===== config.mk =====
export PLATFORM = sky130hd
export DESIGN_NAME = utf8_stream_decoder_top
export DESIGN_NICKNAME = d
export VERILOG_FILES = /design/src/udec_pkg.sv /design/src/udec_core.sv /design/src/udec_queue.sv /design/src/utf8_stream_decoder_top.sv
export SDC_FILE = /design/constraint.sdc
export NUM_CORES = 1
export LEC_CHECK = 0
export BUFFER_PORTS_ARGS = -buffer_cell sky130_fd_sc_hd__buf_2
export CAP_MARGIN = 30
export CORE_MARGIN = 2
export CORE_UTILIZATION = 40
export CTS_BUF_LIST = sky130_fd_sc_hd__clkbuf_4
export DETAILED_ROUTE_END_ITERATION = 10
export PLACE_DENSITY = 0.58
export SKIP_LAST_GASP = 1
export SYNTH_ARGS = -nofsm -noshare
export SYNTH_HDL_FRONTEND = slang
export SYNTH_SLANG_ARGS = --single-unit

===== constraint.sdc =====
create_clock -name clock -period 4.2 [get_ports clock]
set_clock_uncertainty 0.15 [all_clocks]
set_input_delay 0.42 -clock clock [delete_from_list [all_inputs] [get_ports clock]]
set_output_delay 0.42 -clock clock [all_outputs]
set_load 0.05 [all_outputs]

===== src/udec_pkg.sv =====
`default_nettype none
// Shared types and constants of the UTF-8 stream decoder.
package udec_pkg;

   localparam logic [20:0] REPL_CP    = 21'h00FFFD;
   localparam logic [7:0]  CONT_LOW   = 8'h80;
   localparam logic [7:0]  CONT_HIGH  = 8'hBF;
   localparam logic [7:0]  LEAD2_LOW  = 8'hC2;
   localparam logic [7:0]  LEAD2_HIGH = 8'hDF;
   localparam logic [7:0]  LEAD3_LOW  = 8'hE0;
   localparam logic [7:0]  LEAD3_SURR = 8'hED;
   localparam logic [7:0]  LEAD3_HIGH = 8'hEF;
   localparam logic [7:0]  LEAD4_LOW  = 8'hF0;
   localparam logic [7:0]  LEAD4_HIGH = 8'hF4;
   localparam logic [7:0]  E0_LOW     = 8'hA0;
   localparam logic [7:0]  ED_HIGH    = 8'h9F;
   localparam logic [7:0]  F0_LOW     = 8'h90;
   localparam logic [7:0]  F4_HIGH    = 8'h8F;

   localparam int QUEUE_DEPTH     = 4;
   localparam int QUEUE_PTR_WIDTH = $clog2(QUEUE_DEPTH);
   localparam int QUEUE_CNT_WIDTH = $clog2(QUEUE_DEPTH + 1);

   typedef struct packed {
      logic [20:0] scalar;
      logic        well_formed;
      logic [2:0]  byte_count;
      logic        last;
   } result_type;

   // up to two results produced by one item, first is delivered first
   typedef struct packed {
      logic [1:0] count;
      result_type first;
      result_type second;
   } push_type;

endpackage
`default_nettype wire


===== src/udec_core.sv =====
`default_nettype none
// Decode state and single-pass decode logic, one item per cycle.
module udec_core (
   input  wire logic              clock,
   input  wire logic              reset,
   input  wire logic              item_valid,
   input  wire logic              item_mode,
   input  wire logic [7:0]        item_byte,
   output udec_pkg::push_type     push
);
   import udec_pkg::*;

   typedef struct packed {
      logic        emit;
      result_type  res;
      logic [1:0]  need;
      logic [20:0] partial;
      logic [7:0]  low;
      logic [7:0]  high;
   } lead_type;

   function automatic lead_type take_lead(input logic [7:0] b);
      lead_type l;
      l.emit             = 1'b0;
      l.res.scalar       = REPL_CP;
      l.res.well_formed  = 1'b0;
      l.res.byte_count   = 3'd1;
      l.res.last         = 1'b1;
      l.need             = 2'd0;
      l.partial          = 21'd0;
      l.low              = CONT_LOW;
      l.high             = CONT_HIGH;
      if (!b[7]) begin
         l.emit            = 1'b1;
         l.res.scalar      = {13'd0, b};
         l.res.well_formed = 1'b1;
      end else if (b >= LEAD2_LOW && b <= LEAD2_HIGH) begin
         l.need    = 2'd1;
         l.partial = {16'd0, b[4:0]};
      end else if (b >= LEAD3_LOW && b <= LEAD3_HIGH) begin
         l.need    = 2'd2;
         l.partial = {17'd0, b[3:0]};
         if (b == LEAD3_LOW) begin
            l.low = E0_LOW;
         end else if (b == LEAD3_SURR) begin
            l.high = ED_HIGH;
         end
      end else if (b >= LEAD4_LOW && b <= LEAD4_HIGH) begin
         l.need    = 2'd3;
         l.partial = {18'd0, b[2:0]};
         if (b == LEAD4_LOW) begin
            l.low = F0_LOW;
         end else if (b == LEAD4_HIGH) begin
            l.high = F4_HIGH;
         end
      end else begin
         l.emit = 1'b1;
      end
      return l;
   endfunction

   logic [1:0]  need_ff, need_in;
   logic [2:0]  seen_ff, seen_in;
   logic [20:0] partial_ff, partial_in;
   logic [7:0]  low_ff, low_in;
   logic [7:0]  high_ff, high_in;

   lead_type    lead;
   logic [20:0] shifted;
   logic [2:0]  seen_inc;
   logic        in_range;

   always_comb begin
      lead     = take_lead(item_byte);
      shifted  = {partial_ff[14:0], item_byte[5:0]};
      seen_inc = seen_ff + 3'd1;
      in_range = (item_byte >= low_ff) && (item_byte <= high_ff);

      need_in    = need_ff;
      seen_in    = seen_ff;
      partial_in = partial_ff;
      low_in     = low_ff;
      high_in    = high_ff;

      push.count              = 2'd0;
      push.first.scalar       = REPL_CP;
      push.first.well_formed  = 1'b0;
      push.first.byte_count   = seen_ff;
      push.first.last         = 1'b1;
      push.second             = lead.res;

      if (item_valid) begin
         if (item_mode) begin
            if (need_ff != 2'd0) begin
               push.count = 2'd1;
               need_in    = 2'd0;
               seen_in    = 3'd0;
               partial_in = 21'd0;
               low_in     = CONT_LOW;
               high_in    = CONT_HIGH;
            end
         end else if (need_ff != 2'd0 && in_range) begin
            low_in  = CONT_LOW;
            high_in = CONT_HIGH;
            if (need_ff == 2'd1) begin
               push.count             = 2'd1;
               push.first.scalar      = shifted;
               push.first.well_formed = 1'b1;
               push.first.byte_count  = seen_inc;
               need_in    = 2'd0;
               seen_in    = 3'd0;
               partial_in = 21'd0;
            end else begin
               need_in    = need_ff - 2'd1;
               seen_in    = seen_inc;
               partial_in = shifted;
            end
         end else begin
            need_in    = lead.need;
            seen_in    = (lead.need != 2'd0) ? 3'd1 : 3'd0;
            partial_in = lead.partial;
            low_in     = lead.low;
            high_in    = lead.high;
            if (need_ff != 2'd0) begin
               push.count      = lead.emit ? 2'd2 : 2'd1;
               push.first.last = ~lead.emit;
            end else begin
               push.count = lead.emit ? 2'd1 : 2'd0;
               push.first = lead.res;
            end
         end
      end
   end

   always_ff @(posedge clock) begin
      if (reset) begin
         need_ff    <= 2'd0;
         seen_ff    <= 3'd0;
         partial_ff <= 21'd0;
         low_ff     <= CONT_LOW;
         high_ff    <= CONT_HIGH;
      end else begin
         need_ff    <= need_in;
         seen_ff    <= seen_in;
         partial_ff <= partial_in;
         low_ff     <= low_in;
         high_ff    <= high_in;
      end
   end

endmodule
`default_nettype wire


===== src/udec_queue.sv =====
`default_nettype none
// Result queue: takes up to two results a cycle, delivers one.
module udec_queue (
   input  wire logic                 clock,
   input  wire logic                 reset,
   input  wire udec_pkg::push_type   push,
   output logic                      has_room,
   output logic                      out_valid,
   input  wire logic                 out_take,
   output udec_pkg::result_type      out_item
);
   import udec_pkg::*;

   result_type                   entry_ff [QUEUE_DEPTH];
   logic [QUEUE_PTR_WIDTH-1:0]   wr_ptr_ff, wr_ptr_in;
   logic [QUEUE_PTR_WIDTH-1:0]   rd_ptr_ff, rd_ptr_in;
   logic [QUEUE_CNT_WIDTH-1:0]   count_ff, count_in;
   logic [QUEUE_PTR_WIDTH-1:0]   wr_ptr_next;
   logic                         pop;

   assign out_valid   = (count_ff != '0);
   assign out_item    = entry_ff[rd_ptr_ff];
   assign has_room    = (count_ff <= QUEUE_CNT_WIDTH'(QUEUE_DEPTH - 2));
   assign pop         = out_valid & out_take;
   assign wr_ptr_next = wr_ptr_ff + QUEUE_PTR_WIDTH'(1);

   always_comb begin
      wr_ptr_in = wr_ptr_ff + QUEUE_PTR_WIDTH'(push.count);
      rd_ptr_in = rd_ptr_ff + QUEUE_PTR_WIDTH'(pop);
      count_in  = count_ff + QUEUE_CNT_WIDTH'(push.count) - QUEUE_CNT_WIDTH'(pop);
   end

   always_ff @(posedge clock) begin
      if (push.count != 2'd0) begin
         entry_ff[wr_ptr_ff] <= push.first;
      end
      if (push.count == 2'd2) begin
         entry_ff[wr_ptr_next] <= push.second;
      end
   end

   always_ff @(posedge clock) begin
      if (reset) begin
         wr_ptr_ff <= '0;
         rd_ptr_ff <= '0;
         count_ff  <= '0;
      end else begin
         wr_ptr_ff <= wr_ptr_in;
         rd_ptr_ff <= rd_ptr_in;
         count_ff  <= count_in;
      end
   end

endmodule
`default_nettype wire


===== src/utf8_stream_decoder_top.sv =====
`default_nettype none
// Top level of the validating UTF-8 stream decoder.
// Takes one byte item per cycle, unless req_stall is high, into an input
// register; the decode logic updates the partial-sequence state and writes
// zero, one or two results into a four-entry result queue in the same
// cycle. A result passes the input register and then the queue. Sustained
// rate is one item per cycle while each item yields at most one result and
// rsp_stall is low; the port delivers one result per cycle, so an item
// ending a bad partial sequence with a second result slows the output. The
// input register holds while the queue has fewer than two free entries.
module utf8_stream_decoder_top (
   input  wire logic        clock,
   input  wire logic        reset,
   input  wire logic        req_valid,
   output logic             req_stall,
   input  wire logic        req_mode,
   input  wire logic [7:0]  req_in_byte,
   output logic             rsp_valid,
   input  wire logic        rsp_stall,
   output logic [20:0]      rsp_scalar,
   output logic             rsp_well_formed,
   output logic [2:0]       rsp_byte_count,
   output logic             rsp_last
);
   import udec_pkg::*;

   logic       in_valid_ff;
   logic       in_mode_ff;
   logic [7:0] in_byte_ff;
   logic       has_room;
   logic       advance;
   logic       load;
   push_type   push;
   result_type out_item;

   assign advance   = in_valid_ff & has_room;
   assign req_stall = in_valid_ff & ~has_room;
   assign load      = req_valid & ~req_stall;

   always_ff @(posedge clock) begin
      if (reset) begin
         in_valid_ff <= 1'b0;
      end else if (load) begin
         in_valid_ff <= 1'b1;
      end else if (advance) begin
         in_valid_ff <= 1'b0;
      end
   end

   always_ff @(posedge clock) begin
      if (load) begin
         in_mode_ff <= req_mode;
         in_byte_ff <= req_in_byte;
      end
   end

   udec_core u_core (
      .clock      (clock),
      .reset      (reset),
      .item_valid (advance),
      .item_mode  (in_mode_ff),
      .item_byte  (in_byte_ff),
      .push       (push)
   );

   udec_queue u_queue (
      .clock     (clock),
      .reset     (reset),
      .push      (push),
      .has_room  (has_room),
      .out_valid (rsp_valid),
      .out_take  (~rsp_stall),
      .out_item  (out_item)
   );

   assign rsp_scalar      = out_item.scalar;
   assign rsp_well_formed = out_item.well_formed;
   assign rsp_byte_count  = out_item.byte_count;
   assign rsp_last        = out_item.last;

endmodule
`default_nettype wire

==> reports/results.tsv, run 1 <==
stage	metric	value	unit
status	status	completed	
route	# DRC	0	
critical_path	critical path class	reg2reg	
synth	post-synth cell types	67	
clock_network	CTS resizes	0	
timing	Max Clock Freq	255.5	MHz
route	First DRT Iteration DRCs	637	
timing	Slew Viols, Final	0	
power_and_ir_drop	switching power	1162	uW
floorplan	DIE AREA	18010	um^2
floorplan	Initial Utilization	40.89	%
cells_and_area	share of layout cells above drive strength 1	20.77	%
timing	minimum clock period	3.915	ns
synth	dominant cell type by area after synthesis	edfxtp_1	
floorplan	Die Height	134.2	um
grt	vias in the first global route	4850	
cells_and_area	multi-input combinational cell area	2830	um^2
synth	number of synthesized register bits	145	
placement	dpl hpwl	11410	um
power_and_ir_drop	P_leak	0.002887	uW
min_path	Hold WC Path Type	in2reg	
clock_network	CTS clk-pin slew, worst paths	0.12	ns
synth	register area share after synthesis	54.17	%
synth	Post-Syn Area per Cell	11.94	um^2
floorplan	die width	134.2	um
floorplan	Core Region	16580	um^2
route	total detailed-routing wirelength	16830	um
placement	Post-DP Area	7194	um^2
power_and_ir_drop	Seq pwr share	50.6	%
clock_network	worst-skew pair later-pin latency	0.56	ns
clock_network	Clock Sinks	145	
timing	Final WS setup	0.2854	ns
critical_path	CP required	4.25	ns
placement	gpl congestion	0.9418	
synth	mapped cell area	6782	um^2
clock_network	total CTS buffers	17	
clock_network	Post-CTS Setup Repair Bufs	0	
synth	post-synth top area share	34.10	%
route	routed wire length per instance	19.84	um
cells_and_area	Register Area	3676	um^2
cells_and_area	post-route cell area	7537	um^2
route	routed via count	4885	
grt	initial antenna violation count	1	
critical_path	Worst EP arrival	3.96	ns
power_and_ir_drop	Comb power frac	25.6	%
timing	setup TNS	0	ns
cells_and_area	fill count	1544	
synth	Post-synth EDFFs	77	
synth	syn nets	594	
timing	crit share post-route	93.20	%
timing	Slew headroom	36.21	%
floorplan	# IOs	41	
power_and_ir_drop	Int Power	2169	uW
timing	worst hold margin	0.1878	ns
timing	Hold Violations, Final	0	
placement	placed cell count	804	
route	first drt pass iteration count	5	
grt	Tot GR Track Use	19.45	%
timing	RSZ-0062 raised after global routing	false	
cells_and_area	fin cells	848	
synth	Synth warnings	0	
critical_path	CP Cell Sequence	or2_2 -> a21oi_1 -> o311ai_0 -> ha_1 -> o2111ai_1 -> buf_4 -> nand4_1 -> and2_1 -> inv_2	
floorplan	# rows	47	
power_and_ir_drop	worst vdd ir	0.3908	mV
placement	Setup WS pre-CTS	0.3527	ns
timing	final setup violating endpoints	0	
critical_path	Worst setup SP type	flip-flop	
critical_path	Worst setup EP type	flip-flop	
synth	Mapped Cells	568	
placement	port bufs	40	
critical_path	CP Max Fanout	22	
power_and_ir_drop	Sw Ratio	34.88	%
clock_network	root buffer cell	clkbuf_4	
cells_and_area	area delta synth->final	11.14	%
job	maxcap violations	0	
clock_network	CTS tree	yes	
cells_and_area	Nets	639	
critical_path	Worst path slowest cell	o311ai_0	
grt	first-pass GRT wire length	26650	um
grt	grt total ovfl	0	
clock_network	CTS H-tree depth	4	
power_and_ir_drop	PD cells	442.0	nW/um^2
power_and_ir_drop	clock power share	23.9	%
clock_network	CTS Buffer Depth	2	
synth	ys flop type	edfxtp_1	
route	via-per-instance ratio	5.761	
synth	top cells by area, synth	edfxtp_1 34%, dfxtp_1 20%, mux4_2 8.6%	
synth	Synth async-reset ratio	0	%
grt	largest net degree at the start of global routing	31	
critical_path	CP max stage delay	0.62	ns
route	antenna-violating nets left	0	
timing	Worst-Margin Slew	0.9541	ns
-- per-stage QoR --
stage          total power (uW)  utilization (%)
6_report                   3331            45.45
5_1_grt                    3484            45.45
4_1_cts                    3361            45.42
3_5_place_dp               2572            43.38
3_3_place_gp               2552            43.38
2_1_floorplan              2357                -
-- path summary, 6_finish.rpt --
check	start	endpoint	slack, ns	cells after the start
worst min register to register	u_queue.entry_ff[2][24]$_SDFFE_PP0P_	u_queue.entry_ff[2][24]$_SDFFE_PP0P_	0.32	1
worst min-delay path	reset	u_queue.count_ff[1]$_SDFF_PP0_	0.19	2
worst max register to register	in_byte_ff[1]$_DFFE_PP_	u_queue.entry_ff[0][6]$_DFFE_PP_	0.29	9
worst max-delay path	in_byte_ff[1]$_DFFE_PP_	u_queue.entry_ff[0][6]$_DFFE_PP_	0.29	9
-- placed cells by master (no fill, tap or decap), drive strengths merged, types with 7 or more instances in the layout --
| cell | count |
|---|---|
| a21o | 20 |
| a21oi | 16 |
| a22oi | 13 |
| and2 | 13 |
| buf | 57 |
| clkbuf | 19 |
| clkinv | 11 |
| dfxtp | 68 |
| dlygate4sd3 | 10 |
| edfxtp | 77 |
| ha | 12 |
| inv | 20 |
| mux4 | 26 |
| nand2 | 19 |
| nand3 | 8 |
| nor2 | 45 |
| nor3 | 8 |
| o211ai | 7 |
| o21a | 9 |
| o21ai | 45 |
| o22ai | 12 |
| o2bb2ai | 28 |
-- routing by layer --
metal / share of wire (%) / global-route usage (%) / vias up
li1: - / - / 2281
met1: 45 / 25.64 / 2410
met2: 46 / 30.90 / 162
met3: 6.2 / 5.253 / 32
met4: 2.4 / 7.076 / 0
met5: 0 / 0 / -
-- synthesized netlist by cell type (4+ instances only) --
master      n
o21ai_1    10
nor2b_1     5
nor2_1     45
a21o_1     20
o211ai_2    4
dfxtp_1    68
edfxtp_1   77
nand4_1     5
mux4_2     26
a32oi_1     4
nor3_1      7
nand2b_1    5
o22ai_1    10
a22oi_1    13
ha_1       12
and3_1      6
a21oi_1    16
xnor2_1     4
o21ai_0    35
o2bb2ai_1  28
buf_1       6
nand2_1    19
nand3_1     7
o21a_1      9
buf_2      10
and2_1     12
inv_1      16
clkbuf_1   20
or3_1       6
o31a_1      5
-- power groups by stage --
stage               Sequential [uW]  Combinational [uW]  Clock, uW
finish                         1680                 852        795
global route                   1700                 915        866
CTS                            1690                 862        811
detailed placement             1720                 852          0
global placement               1710                 838          0
floorplan                      1610                 746          0
-- cell type report --
class / count / area share [%]
inverters: 21 / 1.129
flip-flops and latches: 145 / 48.77
multi-input cells: 361 / 37.55
repair buffers: 67 / 5.677
clock buffers: 19 / 1.892
clock inverters: 13 / 1.262
well taps: 220 / 3.652
diodes: 2 / 0.06640
-- sequential cells by signal (all words and copies together) (netlist names) --
| signal | flops |
|---|---|
| u_core.low_ff | 2 |
| u_queue.wr_ptr_ff | 2 |
| in_mode_ff | 1 |
| u_core.need_ff | 2 |
| u_queue.entry_ff | 104 |
| in_valid_ff | 1 |
| u_queue.rd_ptr_ff | 2 |
| in_byte_ff | 8 |
| u_queue.count_ff | 3 |
| u_core.seen_ff | 3 |
| u_core.partial_ff | 15 |
| u_core.high_ff | 2 |
-- critical path, delay by kind of cell, from the launching register on --
family          cells  cell delay [ns]
fa+ha+maj           1             0.38
flops               1             0.56
compound gates      3             1.15
buf+inv             2             0.61
simple gates        3             0.70
-- timing repair --
| action | CTS | global route |
|---|---|---|
| endpoints found under the hold margin | 10 | 0 |
| hold buffers | 10 | 0 |
| endpoints found under the setup margin | 0 | 0 |
-- logic make-up (layout without fill, tap and decap cells) --
group	count (synthesis)	after routing	share of synthesized area, %
buffers and inverters	62	120	4.096
and+or+nand+nor	132	132	9.982
xor gates and xnor gates	6	6	0.7749
DFF	145	145	54.17
muxes	29	29	9.133
adders and majority gates	13	13	2.509
AOI/OAI and AO/OA	181	181	19.34
other	0	2	0
Note: power is estimated with default switching activity, not from simulation.
==> run 2, diff against run 1 <==
Settings changed: SETUP_SLACK_MARGIN set to 0.4.
==> reports/results.tsv, run 2 (synthesized netlist as in run 1, its figures left out) <==
stage	metric	value	unit
status	status	completed	
timing	crit share post-route	85.40	%
route	total detailed-routing wirelength	16890	um
timing	Slew Viols, Final	0	
timing	minimum clock period	3.587	ns
timing	Slew headroom	35.87	%
clock_network	worst-skew pair later-pin latency	0.56	ns
clock_network	CTS Buffer Depth	2	
clock_network	CTS tree	yes	
cells_and_area	number of flip-flops under the largest register name	104	
critical_path	Worst EP arrival	3.75	ns
cells_and_area	Nets	639	
route	routed via count	4958	
route	antenna-violating nets left	0	
placement	gpl congestion	0.9418	
placement	placed cell count	804	
critical_path	CP Cell Sequence	or2_2 -> a21oi_1 -> o311ai_1 -> ha_1 -> o2111ai_2 -> o311ai_4 -> o2111ai_1 -> and2_1 -> inv_4 -> a21o_1	
clock_network	total CTS buffers	17	
critical_path	CP startpoint	in_byte_ff[0]$_DFFE_PP_	
floorplan	# IOs	41	
min_path	Hold WC Path Type	in2reg	
clock_network	Clock Sinks	145	
min_path	worst hold stages	2	
min_path	hold wc startpoint	reset	
timing	Max Clock Freq	278.8	MHz
route	First DRT Iteration DRCs	607	
cells_and_area	post-route cell area	7552	um^2
grt	vias in the first global route	4850	
cells_and_area	largest reg by FF count	u_queue.entry_ff	
route	routed wire length per instance	19.92	um
critical_path	CP required	4.36	ns
placement	port bufs	40	
critical_path	R2R depth	10	
timing	Worst-Margin Slew	0.9593	ns
critical_path	CP Max Fanout	22	
critical_path	CP max stage delay	0.55	ns
route	via-per-instance ratio	5.847	
floorplan	DIE AREA	18010	um^2
timing	Final WS setup	0.6132	ns
placement	dpl hpwl	11410	um
timing	RSZ-0062 raised after global routing	false	
cells_and_area	fin cells	848	
clock_network	CTS clk-pin slew, worst paths	0.12	ns
timing	setup TNS	0	ns
power_and_ir_drop	worst vdd ir	0.3929	mV
placement	Post-DP Area	7194	um^2
route	# DRC	0	
grt	Tot GR Track Use	19.45	%
cells_and_area	most frequent cells in the layout	77 x edfxtp_1, 66 x dfxtp_1, 45 x nor2_1, 40 x buf_2, 35 x o21ai_0	
timing	final setup violating endpoints	0	
clock_network	root buffer cell	clkbuf_4	
floorplan	die width	134.2	um
timing	Hold Violations, Final	0	
power_and_ir_drop	PD cells	441.2	nW/um^2
cells_and_area	commonest non-fill, non-tap cell in the layout	edfxtp_1	
clock_network	Post-CTS Setup Repair Bufs	0	
timing	worst hold margin	0.1846	ns
cells_and_area	area delta synth->final	11.37	%
floorplan	Core Region	16580	um^2
critical_path	Worst setup SP type	flip-flop	
cells_and_area	biggest regs	u_queue.entry_ff x104, u_core.partial_ff x15, in_byte_ff x8	
critical_path	critical path class	reg2reg	
floorplan	Initial Utilization	40.89	%
job	maxcap violations	0	
power_and_ir_drop	P_leak	0.002887	uW
floorplan	Die Height	134.2	um
cells_and_area	share of layout cells above drive strength 1	20.93	%
clock_network	CTS H-tree depth	4	
critical_path	Worst setup EP type	flip-flop	
route	first drt pass iteration count	8	
grt	largest net degree at the start of global routing	31	
critical_path	reg2reg start	in_byte_ff[0]$_DFFE_PP_	
grt	grt total ovfl	0	
placement	Setup WS pre-CTS	0.3527	ns
grt	initial antenna violation count	1	
critical_path	Worst path slowest cell	edfxtp_1	
floorplan	# rows	47	
grt	first-pass GRT wire length	26650	um
run 2: cell counts in the layout (fill, tap and decap cells not counted):
No cell type changed its count.
run 2: layout make-up:
cell class	count	area (um^2)
diodes	2	5.005
clock inverters	13	95.09
clock buffers	19	142.6
inverters	21	87.58
multi-input cells	361	2843
well taps	220	275.3
repair buffers	67	427.9
flip-flops and latches	145	3676
fillers	1542	9031
run 2: final timing paths:
check / end / slack, ns
worst max register to register: u_queue.entry_ff[3][5]$_DFFE_PP_ / 0.61
worst min-delay path: u_queue.count_ff[1]$_SDFF_PP0_ / 0.18
worst min register to register: u_queue.entry_ff[2][24]$_SDFFE_PP0P_ / 0.32
worst max-delay path: u_queue.entry_ff[3][5]$_DFFE_PP_ / 0.61
run 2: where the power goes:
part	switching, uW	leakage, uW	internal [uW]	total [uW]
Combinational	537	0.00140	319	856
Clock	497	0.000128	294	791
Sequential	128	0.00136	1560	1680
run 2: timing repair:
action,CTS,global route
endpoints found under the setup margin,33,85
hold buffers,10,0
endpoints found under the hold margin,10,0
gates resized for setup,1,4
run 2: stage by stage:
step | util, % | power, uW
floorplan | - | 2357
global placement | 43.38 | 2552
detailed placement | 43.38 | 2572
CTS | 45.42 | 3361
global route | 45.54 | 3486
finish | 45.54 | 3332
run 2: critical path, delay by kind of cell (launching register included):
kind / cells / cell delay [ns]
fa+ha+maj: 1 / 0.35
simple gates: 2 / 0.65
flops: 1 / 0.55
buf+inv: 1 / 0.14
compound gates: 6 / 1.48
run 2: layer usage:
metal / part of all wire (%) / track usage, % / vias up / routed length [um]
li1: - / - / 2278 / -
met1: 45 / 25.64 / 2442 / 7594
met2: 47 / 30.90 / 195 / 7873
met3: 5.9 / 5.253 / 43 / 989
met4: 2.6 / 7.076 / 0 / 437
met5: 0 / 0 / - / 0
